==> src/hw/rtl/mpre_ram.sv <==
module mpre_ram #(
   parameter int DEPTH = 64,
   parameter int WIDTH = 32
) (
   input  logic                     clock,
   input  logic                     write_enable,
   input  logic [$clog2(DEPTH)-1:0] write_address,
   input  logic [WIDTH-1:0]         write_data,
   input  logic [$clog2(DEPTH)-1:0] read_address,
   output logic [WIDTH-1:0]         read_data
);

   logic [WIDTH-1:0] mem [DEPTH];
   logic [WIDTH-1:0] read_data_ff;

   always_ff @(posedge clock) begin
      if (write_enable) begin
         mem[write_address] <= write_data;
      end
      read_data_ff <= mem[read_address];
   end

   assign read_data = read_data_ff;

endmodule

==> config.mk <==
export PLATFORM = sky130hd
export DESIGN_NAME = mpre_ram
export DESIGN_NICKNAME = d
export VERILOG_FILES = /design/src/hw/rtl/mpre_ram.sv
export SDC_FILE = /design/constraint.sdc
export NUM_CORES = 2
export LEC_CHECK = 0
export BUFFER_PORTS_ARGS = -buffer_cell sky130_fd_sc_hd__buf_2
export CORE_UTILIZATION = 50
export DETAILED_ROUTE_END_ITERATION = 10
export GPL_ROUTABILITY_DRIVEN = 1
export PLACE_DENSITY = 0.65
export SYNTH_ARGS = -nofsm -noshare
export SYNTH_HDL_FRONTEND = slang
export SYNTH_SLANG_ARGS = --single-unit
==> constraint.sdc <==
create_clock -name clock -period 5 [get_ports clock]
set_clock_uncertainty 0.15 [all_clocks]
set_input_delay 0.25 -clock clock [delete_from_list [all_inputs] [get_ports clock]]
set_output_delay 0.25 -clock clock [all_outputs]
set_load 0.02 [all_outputs]
==> key figures <==
Synth
  – Async S/R FF share, synth: 0%
  – Largest family of logic cells by synthesized area: multiplexers
  – Post-synth cell types: 34
  – Simple-gate area share of the yosys netlist: 1.27%
  – Synth area leader: edfxtp_1
  – Yosys warning total: 0
  – EDFF count, synth: between 2000 and 2500
  – Compound-Gate Fraction of Synth Area: 1.67%
  – Post-synthesis sequential area ratio: between 70% and 80%
  – Mux cell area share after synthesis: 16.8%
  – Gate count of the mapped netlist: between 3000 and 4000
  – Main area contributors after synthesis: edfxtp_1, mux4_2, mux2i_1
  – Syn Area/Cell: 23.6 um^2
  – Main synth FF type: edfxtp_1
  – Share of the synthesized area in the top cell type: about 78%
  – Post-synthesis register bit count: 2080
  – Synth Area in Adders: 0%
  – XOR/XNOR share of the synthesized area: 0%
  – Post-synthesis net count: 3370
  – Mapped Area: between 70000 and 80000 um^2

STA
  – Setup TNS: 0 ns
  – Final min period: 3.23 ns
  – Worst setup margin: 1.77 ns
  – Slew @ Worst Pin: 1.31 ns
  – RSZ-0062 raised after global routing: false
  – Final setup vio count: 0
  – Final Max Tran Viols: 0
  – Slew headroom: 12.3%
  – Hold Vio Cnt, Final: 0
  – Final period utilization: 64.7%
  – Max Freq: 309 MHz

Routing
  – Via density: 6.33
  – Wire length per cell: approximately 33 um
  – Initial DRT Pass Iterations: 5
  – Number of remaining DRC errors: 0
  – ANT nets after route: 0
  – Routed WL: 192000 um
  – Vias: 36800
  – DR iter-0 viols: 4741

Power
  – Peak VDD IR: 0.000359 V
  – Sw frac: 20.8%
  – PwrDens: 406 nW/um^2
  – Clock power share: 41.6%
  – Leakage: 0.0277 uW
  – Seq pwr share: 53.6%
  – Int Pwr: 28600 uW
  – Psw: 7530 uW
  – Logic pwr share: 4.8%

Clock network
  – Clock latency at the later pin of the worst-skew pair: around 0.82 ns
  – Post-CTS setup buffers: 0
  – Post-CTS Hold Fix Bufs: 9
  – Post_cts resized: 0
  – Num CTS Buffers: 201
  – CTS HTree Levels: 4
  – Root Buffer: clkbuf_16
  – CTS tree: built
  – Clock slew at reported path FFs: 0.06 ns
  – Clock buffer depth: 3
  – Num Clock Sinks: between 2000 and 2500

Placed design
  – IO Port Bufs: 77
  – Final HPWL DP: 109000 um
  – Gpl congestion: slightly below 0.8
  – Place WS: 1.10 ns
  – Dpl cells: 5414

Floorplanning
  – Starting Density: 50.3%
  – Number of cell rows: between 100 and 150
  – Die height: 398 um
  – Die area: around 160000 um^2
  – Boundary Pins: 78
  – DIE WIDTH: 398 um
  – Core area: around 160000 um^2

Critical path
  – Critical path data arrival time: between 3 and 4 ns
  – FF-to-FF setup slack: 2.40 ns
  – Data required, critical path: between 5 and 6 ns
  – Crit path kind: input port to flop
  – CP Launch Type: input port
  – CP Capture Type: flop
  – CP Max Fanout: 18

Layout
  – # nets final: 3614
  – Layout Cells excl Fill: a little under 6000
  – Share of cells above drive strength 1: ~30%
  – Core Util, Final: 57.0%
  – Area Overhead vs Synth: 13.3%

GRT
  – Largest net degree at the start of global routing: 82
  – First-pass GRT wire length: between 200000 and 300000 um
  – Vias in the first global route: 36300
  – GR Overflow Total: 0
  – Overall routing resource usage: 24.6%
  – Number of antenna violations at the first check in global routing: 19

Flow run
  – Maxcap violations: 0

Min path
  – Worst hold path type: input port to flop

Run status
  – Outcome: finished clean
[layout make-up]
type	instances	area, um^2
Fill cell	11200	67100
Sequential cell	2080	62100
Multi-Input combinational cell	1062	16000
Clock buffer	255	5460
Tap cell	2058	2570
Timing Repair Buffer	223	1730
Clock inverter	116	1070
Antenna cell	9	22.5
[per-stage QoR]
step	instance area (um^2)	total power, uW	hold slack (ns)
detailed placement	82300	21500	0.525
global route	88900	37100	0.0557
CTS	88900	36400	0.0312
floorplan	78500	20700	0.199
finish	89000	36200	0.0668
global placement	82300	21500	0.527
[metal layers]
| metal | global-route usage (%) | vias to the layer above | part of all wire [%] |
|---|---|---|---|
| met2 | 37.8 | 1868 | 47 |
| met1 | 35.7 | 19800 | 40 |
| li1 | - | 14800 | - |
| met4 | 6.72 | 16 | 2.5 |
| met3 | 5.59 | 279 | 9.9 |
| met5 | 0 | - | 0.051 |
[synthesized netlist by cell type (3+ instances only)]
cell type	count
edfxtp_1	2048
mux4_2	544
nor2_1	137
mux2i_1	93
o22ai_1	84
clkbuf_1	74
a21oi_1	62
buf_2	57
dfxtp_1	32
o221ai_1	27
nand2_1	26
buf_4	25
buf_1	21
nor2b_1	15
a22oi_1	12
a311oi_1	8
nand2b_1	8
nor3_1	7
buf_6	5
nand3_1	5
nand3b_1	5
a41o_1	4
and3_1	4
o32ai_1	4
or3_1	3
or3b_2	3
[state kept, by name, indices dropped and copies added, names as in the netlist]
signal and count:
mem 2048, read_data 32
[worst paths after layout]
kind | start | to | cells after the start
setup / recovery | write_address[1] | mem[23][19] | 5
hold reg to reg | mem[29][17] | read_data[17] | 4
hold / removal | write_data[14] | mem[9][14] | 1
setup reg to reg | mem[13][18] | read_data[18] | 4
[power groups by stage]
stage	logic, uW	clock network, uW	registers, uW
6_report	1740	15000	19400
3_5_place_dp	1750	0	19800
5_1_grt	1840	15900	19400
2_1_floorplan	939	0	19800
4_1_cts	1760	15200	19400
3_3_place_gp	1730	0	19800
[worst max-delay path, cell delays in order]
cell and delay (ns):
dlygate4sd3_1 0.68, buf_2 0.28, nand4_1 0.81, nor2_4 0.96, buf_4 0.51
[placed cells by master (no fill, tap or decap), types with 9 or more instances in the layout]
master            n
clkinv_2         36
mux4_2          544
nor2b_1          15
bufinv_16        19
buf_2            73
a21oi_1          62
mux2i_1          93
clkinv_1         51
clkbuf_16       207
nor2_1           75
o221ai_1         27
clkbuf_1         38
edfxtp_1       2048
a22oi_1          12
nor2_4           62
buf_12           15
dlygate4sd3_1     9
clkbuf_8         10
buf_4           122
diode_2           9
dfxtp_1          32
o22ai_1          84
nand2_1          26
[kinds of logic (layout without fill, tap and decap cells)]
logic type	after synthesis	count (layout)
AO/OA/AOI/OAI	202	202
buffers and inverters	182	594
flip-flops	2080	2080
multiplexers	637	637
other	0	9
AND/OR/NAND/NOR	223	223
Power figures use the tool's default switching activity.
